--- config.mk ---
export PLATFORM = sky130hd
export DESIGN_NAME = pdc_ctrl
export DESIGN_NICKNAME = d
export VERILOG_FILES = /design/src/rtl/pdc_pkg.sv /design/src/rtl/pdc_ctrl.sv
export SDC_FILE = /design/constraint.sdc
export NUM_CORES = 1
export LEC_CHECK = 0
export CORE_AREA = 3 3 40 42
export DETAILED_ROUTE_END_ITERATION = 10
export DIE_AREA = 0 0 43 45
export DONT_BUFFER_PORTS = 1
export GPL_ROUTABILITY_DRIVEN = 0
export HOLD_SLACK_MARGIN = 0.03
export PLACE_DENSITY = 0.33
export SETUP_SLACK_MARGIN = 0.02
export SYNTH_ARGS = -nofsm -noshare
export SYNTH_HDL_FRONTEND = slang
export SYNTH_SLANG_ARGS = --single-unit
--- constraint.sdc ---
create_clock -name clk_i -period 2.8 [get_ports clk_i]
set_clock_uncertainty 0.05 [all_clocks]
set_input_delay 0.42 -clock clk_i [delete_from_list [all_inputs] [get_ports clk_i]]
set_output_delay 0.42 -clock clk_i [all_outputs]
set_load 0.03 [all_outputs]
--- src/rtl/pdc_pkg.sv ---
// Package for the pair difference counter: sizes, counters and controller codes.
package pdc_pkg;
  localparam int unsigned MaxItems  = 1024;
  localparam int unsigned AddrW     = $clog2(MaxItems);
  localparam int unsigned CountW    = $clog2(MaxItems + 1);
  localparam int unsigned ValueW    = 32;
  localparam int unsigned PairW     = 21;
  localparam logic [PairW-1:0] PairMax = {PairW{1'b1}};

  localparam int unsigned StateW = 3;
  localparam logic [StateW-1:0] StIdle  = 3'd0;
  localparam logic [StateW-1:0] StRdI   = 3'd1;
  localparam logic [StateW-1:0] StRdJ   = 3'd2;
  localparam logic [StateW-1:0] StCmp   = 3'd3;
  localparam logic [StateW-1:0] StDone  = 3'd4;

  typedef struct packed {
    logic load;       // store the request value (or flag a drop)
    logic clear;      // empty the set after the result
    logic set_i;      // capture value_i from RAM data
    logic rd_i;       // drive RAM address with i
    logic cmp;        // compare RAM data with target, step j
    logic step_i;     // advance i, reset j
    logic emit;       // present result
  } pdc_cmd_t;

  typedef struct packed {
    logic empty;      // no items stored
    logic j_last;     // j is at the final item
    logic i_last;     // i is at the final item
  } pdc_sts_t;
endpackage

--- src/rtl/pdc_ctrl.sv ---
// Controller state machine sequencing load, pair search and result.
module pdc_ctrl import pdc_pkg::*; (
  input  logic     clk_i,
  input  logic     rst_ni,
  input  logic     start,
  input  logic     last_i,
  input  pdc_sts_t sts_i,
  output pdc_cmd_t cmd_o,
  output logic     busy
);
  logic [StateW-1:0] state_q, state_d;

  always_comb begin
    state_d = state_q;
    cmd_o   = '0;
    case (state_q)
      StIdle: begin
        if (start) begin
          cmd_o.load = 1'b1;
          if (last_i) state_d = StRdI;
        end
      end
      StRdI: begin
        if (sts_i.empty) begin
          state_d = StDone;
        end else begin
          cmd_o.rd_i = 1'b1;
          state_d = StRdJ;
        end
      end
      StRdJ: begin
        cmd_o.set_i = 1'b1;
        state_d = StCmp;
      end
      StCmp: begin
        cmd_o.cmp = 1'b1;
        if (sts_i.j_last) begin
          if (sts_i.i_last) begin
            state_d = StDone;
          end else begin
            cmd_o.step_i = 1'b1;
            state_d = StRdI;
          end
        end
      end
      StDone: begin
        cmd_o.emit  = 1'b1;
        cmd_o.clear = 1'b1;
        state_d = StIdle;
      end
      default: state_d = StIdle;
    endcase
  end

  always_ff @(posedge clk_i or negedge rst_ni) begin
    if (!rst_ni) state_q <= StIdle;
    else state_q <= state_d;
  end

  assign busy = (state_q != StIdle);

  a_emit_clears: assert property (@(posedge clk_i) disable iff (!rst_ni)
    cmd_o.emit |-> cmd_o.clear) else $error("emit without clear");
  a_done_idle: assert property (@(posedge clk_i) disable iff (!rst_ni)
    state_q == StDone |=> state_q == StIdle) else $error("done not followed by idle");
  a_load_idle: assert property (@(posedge clk_i) disable iff (!rst_ni)
    cmd_o.load |-> !busy) else $error("load while busy");
endmodule

==> Yosys cells after proc, flatten, opt, wreduce, memory -nomap -nowiden <==
Cells that the tools add are included.
{ "totals": {"ff_bits": 3} }
{ "classes": {"mux": 15, "n_eq_ne": 7, "n_reduce_logical": 3} }
{ "ops": {"columns": ["op", "n"], "rows": [
  ["$mux W3", 5],
  ["$pmux W3 S4", 1],
  ["$mux W1", 8],
  ["$eq A3 B2 Y1 const B", 2],
  ["$ne A2 B2 Y1 const B", 3],
  ["$eq A3 B1 Y1 const B", 1],
  ["$eq A3 B3 Y1 const B", 1],
  ["$logic_not A3 Y1", 1],
  ["$reduce_and A3 Y1", 1],
  ["$reduce_bool A3 Y1", 1],
  ["$mux W2", 1]
]} }

==> Longest topological paths before layout <==
Gate-level depths: netlist of the first run.
{ "logic_depth": {"word_depth": 3, "mapped_depth": 2, "ltp_nobuf": 2} }

==> Worst setup path after synthesis of the first run <==
Ideal clock, no wire load.
{ "synth_path": {"path_type": "flip-flop to output port", "start": "register state_q[0]", "end": "output cmd_o[5] in the netlist's numbering", "path_stages_with_launch": 3, "setup_slack_ps": 808, "n_path_buf": 1, "required_ps": 2330, "t_arrival_ps": 1522, "cell_sequence": "dfrtp_1 -> nor3b_1 -> buf_4"} }
{ "synth_rtl": {"columns": ["element", "line", "text"], "rows": [
  ["start, declared", "pdc_ctrl.sv:11", "logic [StateW-1:0] state_q, state_d;"],
  ["start signal, assigned", "pdc_ctrl.sv:56", "if (!rst_ni) state_q <= StIdle;"],
  ["start signal, assigned", "pdc_ctrl.sv:57", "else state_q <= state_d;"],
  ["end, declared", "pdc_ctrl.sv:8", "output pdc_cmd_t cmd_o,"]
]} }

==> results of run 1 <==
-- layout make-up --
class / count / area [um^2]
timing repair buffer: 3 / 25.0
inverter: 3 / 11.3
fill: 156 / 1020
clock buffer: 4 / 26.3
sequential: 3 / 75.1
multi-input combinational: 16 / 111
tap: 15 / 18.8
-- synthesized netlist by cell type (all sizes together) --
cell    n  area share [%]
or3     1             3.8
nand2   1             1.9
nand2b  2             6.2
or4b    1             5.0
nor3b   2             7.5
inv     3             5.6
nor2    2             3.8
and3    1             3.8
or2b    1             3.8
o32ai   1             4.4
buf     1             3.8
a21oi   1             2.5
nand3b  1             3.8
nand3   1             2.5
dfrtp   3              37
o221ai  1             4.4
-- cells in the final DEF (no fill, tap or decap), drive strengths merged --
cell,Yosys,final
nor2,2,2
buf,1,2
and3,1,1
nand2,1,1
clkbuf,0,4
or3,1,1
nand3,1,1
nor3b,2,2
inv,3,3
a21oi,1,1
or4b,1,1
nand3b,1,1
o221ai,1,1
dfrtp,3,3
dlygate4sd3,0,1
o32ai,1,1
nand2b,2,2
or2b,1,1
-- routing by layer --
layer  up-vias  routed length [um]
li1         92                   -
met1        87                 214
met2        13                 228
met3         0                  70
met4         0                   0
met5         -                   0
-- power groups by stage --
stage	clock, mW	sequential, mW	combinational [mW]
global route	0.0845	0.102	0.169
CTS	0.0802	0.0942	0.159
floorplan	0	0.0823	0.143
global placement	0	0.0935	0.157
detailed placement	0	0.0944	0.157
finish	0.0751	0.0937	0.156
-- worst register-to-register path: stages, from the launching register on --
cell and delay, ns:
dfrtp_1 0.44, or4b_1 0.55, o221ai_1 0.09
-- kinds of logic after synthesis --
kind of cell / count (synthesis) / synth area share (%)
compound gates: 3 / 11.2
buf+inv: 4 / 9.38
flops: 3 / 37.5
simple gates: 13 / 41.9
-- timing repair --
action | 4_1_cts | 5_1_grt
endpoints found under the setup margin | 0 | 0
hold endpoints to repair | 3 | 0
hold buffers | 1 | 0
-- final timing paths --
| check | start | end | slack [ns] | cells past startpoint |
|---|---|---|---|---|
| worst max-delay path | state_q[2] | cmd_o[6] | 0.58 | 2 |
| worst min-delay path | sts_i[1] | state_q[1] | 0.28 | 1 |
| worst max register to register | state_q[1] | state_q[1] | 1.58 | 2 |
| worst min register to register | state_q[2] | state_q[0] | 0.53 | 1 |
| max in group asynchronous | rst_ni | state_q[2] | 2.17 | 1 |
| min in group asynchronous | rst_ni | state_q[1] | 0.39 | 1 |
-- stage by stage --
stage	instance area (um^2)	utilization (%)	hold WS, ns	setup WS (ns)	std cells
after global placement	231	18.0	0.0745	0.821	39
after global routing	268	20.8	0.279	0.506	44
after detailed placement	231	18.0	0.0745	0.816	39
final	268	20.8	0.281	0.581	44
after CTS	268	20.8	0.279	0.558	44
after floorplan	200	-	0.0744	0.808	23
==> flow_metrics.env, run 1 <==
export IMPL_port_buffers=0
export IMPL_synth_nets=30
export IMPL_grt_max_degree=10
export IMPL_cp_slowest_cell="or3_2"
export IMPL_reg_largest_list="state_q (3)"
export IMPL_synth_seq_cells=3
export IMPL_met3_usage_pct=3.98
export IMPL_finalSetupViolations=0
export IMPL_criticalPathCategory="register to output pin"
export IMPL_p_sw_share_pct=50.6
export IMPL_relSlewSlack_pct=62.6
export IMPL_setup_tns_ns=0
export IMPL_crit_chain="or3_2, nor2_1"
export IMPL_post_cts_resized=0
export IMPL_clock_sinks=3
export IMPL_grt_pass1_vias=226
export IMPL_endpoint_kind="output pin"
export IMPL_first_iter_violations=4
export IMPL_final_antenna_net_count=0
export IMPL_max_cap_violations=0
export IMPL_crit_required_ns=2.33
export IMPL_power_leakage_nw=0.130
export IMPL_insertion_delay_ns=0.23
export IMPL_nets=37
export IMPL_largest_register_ffs=3
export IMPL_clkTransAtPathRegs_ns=0.04
export IMPL_drc=0
export IMPL_top_level_ports=15
export IMPL_core_area_um2=1280
export IMPL_crit_buf_inv=0
export IMPL_num_rows=13
export IMPL_met1_usage_pct=7.26
export IMPL_drv_slew=0
export IMPL_top_register="state_q"
export IMPL_grt_overflow=0
export IMPL_ys_seq_area_share_pct=37.5
export IMPL_max_freq_mhz=451
export IMPL_clockBufferDepth=2
export IMPL_pwr_share_seq_pct=28.8
export IMPL_critPathLaunchType="register"
export IMPL_slowest_delay_ns=0.62
export IMPL_vdd_drop_max_mv=0.243
export IMPL_cts_inserted_buffers=3
export IMPL_clkPwrFrac_pct=23.1
export IMPL_die_area_um2=1940
export IMPL_dieHeight_um=45
export IMPL_comb_power_share_pct=48.0
export IMPL_status="complete, no violations"
export IMPL_vias=192
export IMPL_powerDensity_nw_per_um2=1210
export IMPL_switchingPower_mw=0.164
export IMPL_initial_utilization_pct=15.6
export IMPL_dr_pass1_iters=2
export IMPL_drive_gt1_share_pct=27.6
export IMPL_rsz0062_at_grt="no"
export IMPL_antenna_cells=0
export IMPL_cp_arrival_ns=1.75
export IMPL_post_cts_buffers=0
export IMPL_cts_root_buf="clkbuf_4"
export IMPL_ys_types=16
export IMPL_area_growth_pct=33.8
export IMPL_grtUsageMet2_pct=8.08
export IMPL_syn_area_um2=200
export IMPL_grt_usage_pct=6.84
export IMPL_critPathTopFamily="simple AND/OR/NAND/NOR gates"
export IMPL_wl_per_cell_um=11.7
export IMPL_power_mw=0.325
export IMPL_antenna_found_initial=0
export IMPL_wl_um=513
export IMPL_min_period_over_period_pct=79.2
export IMPL_hp_class="input port to register"
export IMPL_fp_dieW_um=43
export IMPL_hold_violations=0
export IMPL_htreeDepth=1
export IMPL_p_int_mw=0.160
export IMPL_yosys_warnings=0
export IMPL_hpwl_um=407
export IMPL_min_period_ns=2.22
export IMPL_critical_path_max_fanout=7
export IMPL_grt_pass1_wl_um=897
export IMPL_grt_busiest_layer="met4"
export IMPL_syn_area_per_cell_um2=8.70
export IMPL_cts_tree="yes"
export IMPL_tightest_slew_ns=0.558
export IMPL_syn_inst=23
export IMPL_routed_via_density=4.36
(Power assumes the default switching activity.)
==> inputs of run 2 (changes only) <==
==> constraint.sdc (replaced) <==
create_clock -name clk_i -period 1.8 [get_ports clk_i]
set_clock_uncertainty 0.05 [all_clocks]
set_input_delay 0.27 -clock clk_i [delete_from_list [all_inputs] [get_ports clk_i]]
set_output_delay 0.27 -clock clk_i [all_outputs]
set_load 0.03 [all_outputs]
==> flow_metrics.env, run 2 (synthesis gave the netlist of run 1 again) <==
export IMPL_status="complete, no violations"
export IMPL_htreeDepth=1
export IMPL_placed_cells=42
export IMPL_drv_slew=0
export IMPL_layout_commonest_cell="buf_4"
export IMPL_cp_num_cells=2
export IMPL_critPathTopFamily="simple AND/OR/NAND/NOR gates"
export IMPL_rsz0062_at_grt="no"
export IMPL_wl_um=536
export IMPL_fp_dieW_um=43
export IMPL_crit_buf_inv=1
export IMPL_critical_path_max_fanout=7
export IMPL_relSlewSlack_pct=82.5
export IMPL_powerDensity_nw_per_um2=1900
export IMPL_tightest_slew_ns=0.262
export IMPL_top_level_ports=15
export IMPL_drive_gt1_share_pct=48.5
export IMPL_power_leakage_nw=0.147
export IMPL_drc=0
export IMPL_vdd_drop_max_mv=0.627
export IMPL_initial_utilization_pct=15.6
export IMPL_max_cap_violations=0
export IMPL_reg_largest_list="state_q (3)"
export IMPL_die_area_um2=1940
export IMPL_cts_inserted_buffers=3
export IMPL_top_register="state_q"
export IMPL_crit_start="state_q[1]"
export IMPL_min_path_cells=1
export IMPL_final_cell_mix="buf_4 (5), clkbuf_4 (3), nand2b_1 (2), inv_1 (2), dfrtp_2 (2)"
export IMPL_crit_required_ns=1.48
export IMPL_clockBufferDepth=2
export IMPL_r2r_slack_ns=0.57
export IMPL_grt_max_degree=10
export IMPL_hp_class="input port to register"
export IMPL_clkTransAtPathRegs_ns=0.04
export IMPL_min_period_over_period_pct=94.5
export IMPL_crit_end="cmd_o[3]"
export IMPL_routed_via_density=4.35
export IMPL_antenna_found_initial=0
export IMPL_final_cells=48
export IMPL_final_antenna_net_count=0
export IMPL_cts_tree="yes"
export IMPL_endpoint_kind="output pin"
export IMPL_grt_pass1_vias=201
export IMPL_port_buffers=0
export IMPL_r2r_start="state_q[1]"
export IMPL_num_rows=13
export IMPL_antenna_cells=0
export IMPL_worstReg2RegEnd="state_q[1]"
export IMPL_core_area_um2=1280
export IMPL_first_iter_violations=2
export IMPL_critPathLaunchType="register"
export IMPL_grt_pass1_wl_um=828
export IMPL_criticalPathCategory="register to output pin"
export IMPL_min_period_ns=1.70
export IMPL_vias=209
export IMPL_r2r_cells=2
export IMPL_fillerInstances=146
export IMPL_setup_tns_ns=0
export IMPL_finalSetupViolations=0
export IMPL_dieHeight_um=45
export IMPL_clock_sinks=3
export IMPL_wl_per_cell_um=11.2
export IMPL_cp_arrival_ns=1.38
export IMPL_cts_root_buf="clkbuf_4"
export IMPL_crit_chain="or4b_1, inv_2"
export IMPL_grt_overflow=0
export IMPL_largest_register_ffs=3
export IMPL_cp_slowest_cell="or4b_1"
export IMPL_nets=41
export IMPL_dr_pass1_iters=2
export IMPL_slowest_delay_ns=0.55
export IMPL_insertion_delay_ns=0.23
export IMPL_grt_usage_pct=6.32
export IMPL_hold_violations=0
export IMPL_max_freq_mhz=588
export IMPL_area_growth_pct=55.0
run 2: cell types whose count changed in the layout (fill, tap and decap cells not counted), sizes merged:
cell  before  now
buf        2    6
run 2: report_power, final:
part           switching [mW]  internal, mW  total, mW
combinational           0.187         0.136      0.323
clock                  0.0331        0.0830      0.116
sequential             0.0525        0.0984      0.151
run 2: worst min-delay path by stage:
stage                       to  startpoint
global placement    state_q[0]      rst_ni
CTS                 state_q[1]    sts_i[1]
detailed placement  state_q[0]      rst_ni
finish              state_q[1]    sts_i[1]
global route        state_q[1]    sts_i[1]
floorplan           state_q[0]      rst_ni
run 2: worst register-to-register path, cell delays in order (launching register included):
cell and delay, ns:
dfrtp_2 0.44, or4b_1 0.55, o221ai_1 0.09
run 2: routing by layer:
metal	part of all wire (%)	routed length, um	global-route usage, %
met1	43	229	6.25
met2	42	227	8.08
met3	15	79	6.77
met4	0	0	3.61
met5	0	0	0
run 2: timing repair:
action	4_1_cts	5_1_grt
gates resized for setup	1	5
endpoints found under the setup margin	1	1
endpoints found under the hold margin	3	0
setup buffers	0	1
hold buffers	1	0
pin swaps	0	1
run 2: area by class of cell:
| cell class | instances | area [um^2] | area share [%] |
|---|---|---|---|
| clock buffer | 4 | 26.3 | 8.47 |
| tap | 15 | 18.8 | 6.05 |
| multi-input combinational | 16 | 118 | 37.9 |
| sequential | 3 | 77.6 | 25.0 |
| timing repair buffer | 7 | 58.8 | 19.0 |
| inverter | 3 | 11.3 | 3.63 |
run 2: metrics by stage:
step,utilization [%],power (mW),setup slack (ns),area (um^2),hold slack [ns]
final,24.1,0.590,0.0988,310,0.124
after global routing,24.1,0.633,0.0483,310,0.105
after CTS,22.6,0.567,0.0357,290,0.124
after detailed placement,19.8,0.440,0.271,254,-0.0755
after global placement,19.8,0.439,0.291,254,-0.0755
after floorplan,-,0.355,0.0391,205,-0.0756
==> inputs of run 3 (changes only) <==
--- a/config.mk
+++ b/config.mk
@@ -6,13 +6,15 @@
 export NUM_CORES = 1
 export LEC_CHECK = 0
 export CORE_AREA = 3 3 40 42
+export CTS_CLUSTER_SIZE = 24
 export DETAILED_ROUTE_END_ITERATION = 10
 export DIE_AREA = 0 0 43 45
 export DONT_BUFFER_PORTS = 1
 export GPL_ROUTABILITY_DRIVEN = 0
 export HOLD_SLACK_MARGIN = 0.03
-export PLACE_DENSITY = 0.33
+export PLACE_DENSITY_LB_ADDON = 0.08
 export SETUP_SLACK_MARGIN = 0.02
+export SKIP_LAST_GASP = 1
 export SYNTH_ARGS = -nofsm -noshare
 export SYNTH_HDL_FRONTEND = slang
 export SYNTH_SLANG_ARGS = --single-unit
==> flow_metrics.env, run 3 (synthesis gave the netlist of run 1 again) <==
export IMPL_layout_commonest_cell="buf_4"
export IMPL_nets=40
export IMPL_dr_pass1_iters=3
export IMPL_drv_slew=0
export IMPL_grt_pass1_vias=184
export IMPL_clockBufferDepth=2
export IMPL_cts_inserted_buffers=3
export IMPL_area_growth_pct=46.9
export IMPL_criticalPathCategory="register to output pin"
export IMPL_fp_dieW_um=43
export IMPL_reg_largest_list="state_q (3)"
export IMPL_largest_register_ffs=3
export IMPL_initial_utilization_pct=15.6
export IMPL_dieHeight_um=45
export IMPL_max_freq_mhz=582
export IMPL_timing_hold_ws_ns=0.141
export IMPL_final_cell_mix="buf_4 (5), clkbuf_4 (3), nand2b_1 (2), inv_1 (2), dfrtp_1 (2)"
export IMPL_tightest_slew_ns=0.260
export IMPL_wl_per_cell_um=11.2
export IMPL_grt_max_degree=10
export IMPL_port_buffers=0
export IMPL_critical_path_max_fanout=7
export IMPL_routed_via_density=4.06
export IMPL_grt_overflow=0
export IMPL_num_rows=13
export IMPL_crit_required_ns=1.48
export IMPL_critPathLaunchType="register"
export IMPL_die_area_um2=1940
export IMPL_first_iter_violations=1
export IMPL_cts_tree="yes"
export IMPL_vdd_drop_max_mv=0.374
export IMPL_post_cts_buffers=0
export IMPL_power_mw=0.561
export IMPL_rsz0062_at_grt="yes"
export IMPL_grt_usage_pct=5.68
export IMPL_dp_slack_ns=0.282
export IMPL_htreeDepth=1
export IMPL_insertion_delay_ns=0.23
export IMPL_clock_sinks=3
export IMPL_min_period_over_period_pct=95.5
export IMPL_relSlewSlack_pct=82.6
export IMPL_hpwl_um=428
export IMPL_min_period_ns=1.72
export IMPL_vias=191
export IMPL_powerDensity_nw_per_um2=1910
export IMPL_drive_gt1_share_pct=43.8
export IMPL_endpoint_kind="output pin"
export IMPL_top_register="state_q"
export IMPL_final_antenna_net_count=0
export IMPL_wl_um=527
export IMPL_top_level_ports=15
export IMPL_antenna_found_initial=0
export IMPL_cp_arrival_ns=1.40
export IMPL_hold_violations=0
export IMPL_status="complete, no violations"
export IMPL_fillerInstances=159
export IMPL_setup_slack_ns=0.0807
export IMPL_r2r_slack_ns=0.57
export IMPL_antenna_cells=0
export IMPL_drc=0
export IMPL_setup_tns_ns=0
export IMPL_core_area_um2=1280
export IMPL_hp_class="input port to register"
export IMPL_max_cap_violations=0
export IMPL_grt_pass1_wl_um=765
export IMPL_cts_root_buf="clkbuf_4"
export IMPL_power_leakage_nw=0.142
export IMPL_clkTransAtPathRegs_ns=0.04
export IMPL_finalSetupViolations=0
run 3: changes by cell type in the layout (fill, tap and decap cells not counted), sizes merged:
cell	before	now
buf	6	5
run 3: path summary, 6_finish.rpt:
| kind | startpoint | to | cells past startpoint |
|---|---|---|---|
| min in group asynchronous | rst_ni | state_q[0] | 1 |
| worst max-delay path | state_q[1] | cmd_o[6] | 3 |
| worst min register to register | state_q[2] | state_q[0] | 1 |
| worst min-delay path | sts_i[1] | state_q[1] | 1 |
| worst max register to register | state_q[1] | state_q[1] | 2 |
| max in group asynchronous | rst_ni | state_q[1] | 1 |
run 3: worst max-delay path, stage by stage, from the launching register on:
cell and delay [ns]:
dfrtp_2 0.44, or3_2 0.49, nor2_2 0.09, buf_4 0.16
run 3: final cells by class:
cell class	count	area, um^2	share of cell area [%]
Clock buffer	4	26.3	8.94
Inverter	3	11.3	3.83
Multi-Input combinational cell	16	114	38.7
Sequential cell	3	76.3	26.0
Tap cell	15	18.8	6.38
Timing Repair Buffer	6	47.5	16.2
run 3: metal layers:
| layer | vias up | part of all wire (%) | wire, um | global-route usage [%] |
|---|---|---|---|---|
| met3 | 0 | 9.7 | 51 | 1.59 |
| met2 | 7 | 51 | 268 | 8.08 |
| li1 | 97 | - | - | - |
| met4 | 0 | 0 | 0 | 7.23 |
| met1 | 87 | 39 | 206 | 6.07 |
| met5 | - | 0 | 0 | 0 |
run 3: what timing repair did:
action | 4_1_cts | 5_1_grt
endpoints found under the setup margin | 0 | 2
resized for setup | 0 | 3
hold endpoints to repair | 3 | 0
hold buffers | 1 | 0
run 3: stage by stage:
stage          instance area [um^2]  std cells  utilization (%)
2_1_floorplan                   205         23                -
3_3_place_gp                    254         42             19.8
3_5_place_dp                    254         42             19.8
4_1_cts                         290         47             22.6
5_1_grt                         294         47             22.9
6_report                        294         47             22.9
run 3: power breakdown:
group	leakage, nW	internal, mW	switching, mW	total (mW)
clock	0.0150	0.0830	0.0329	0.116
sequential	0.0373	0.0971	0.0486	0.146
combinational	0.0893	0.113	0.187	0.299
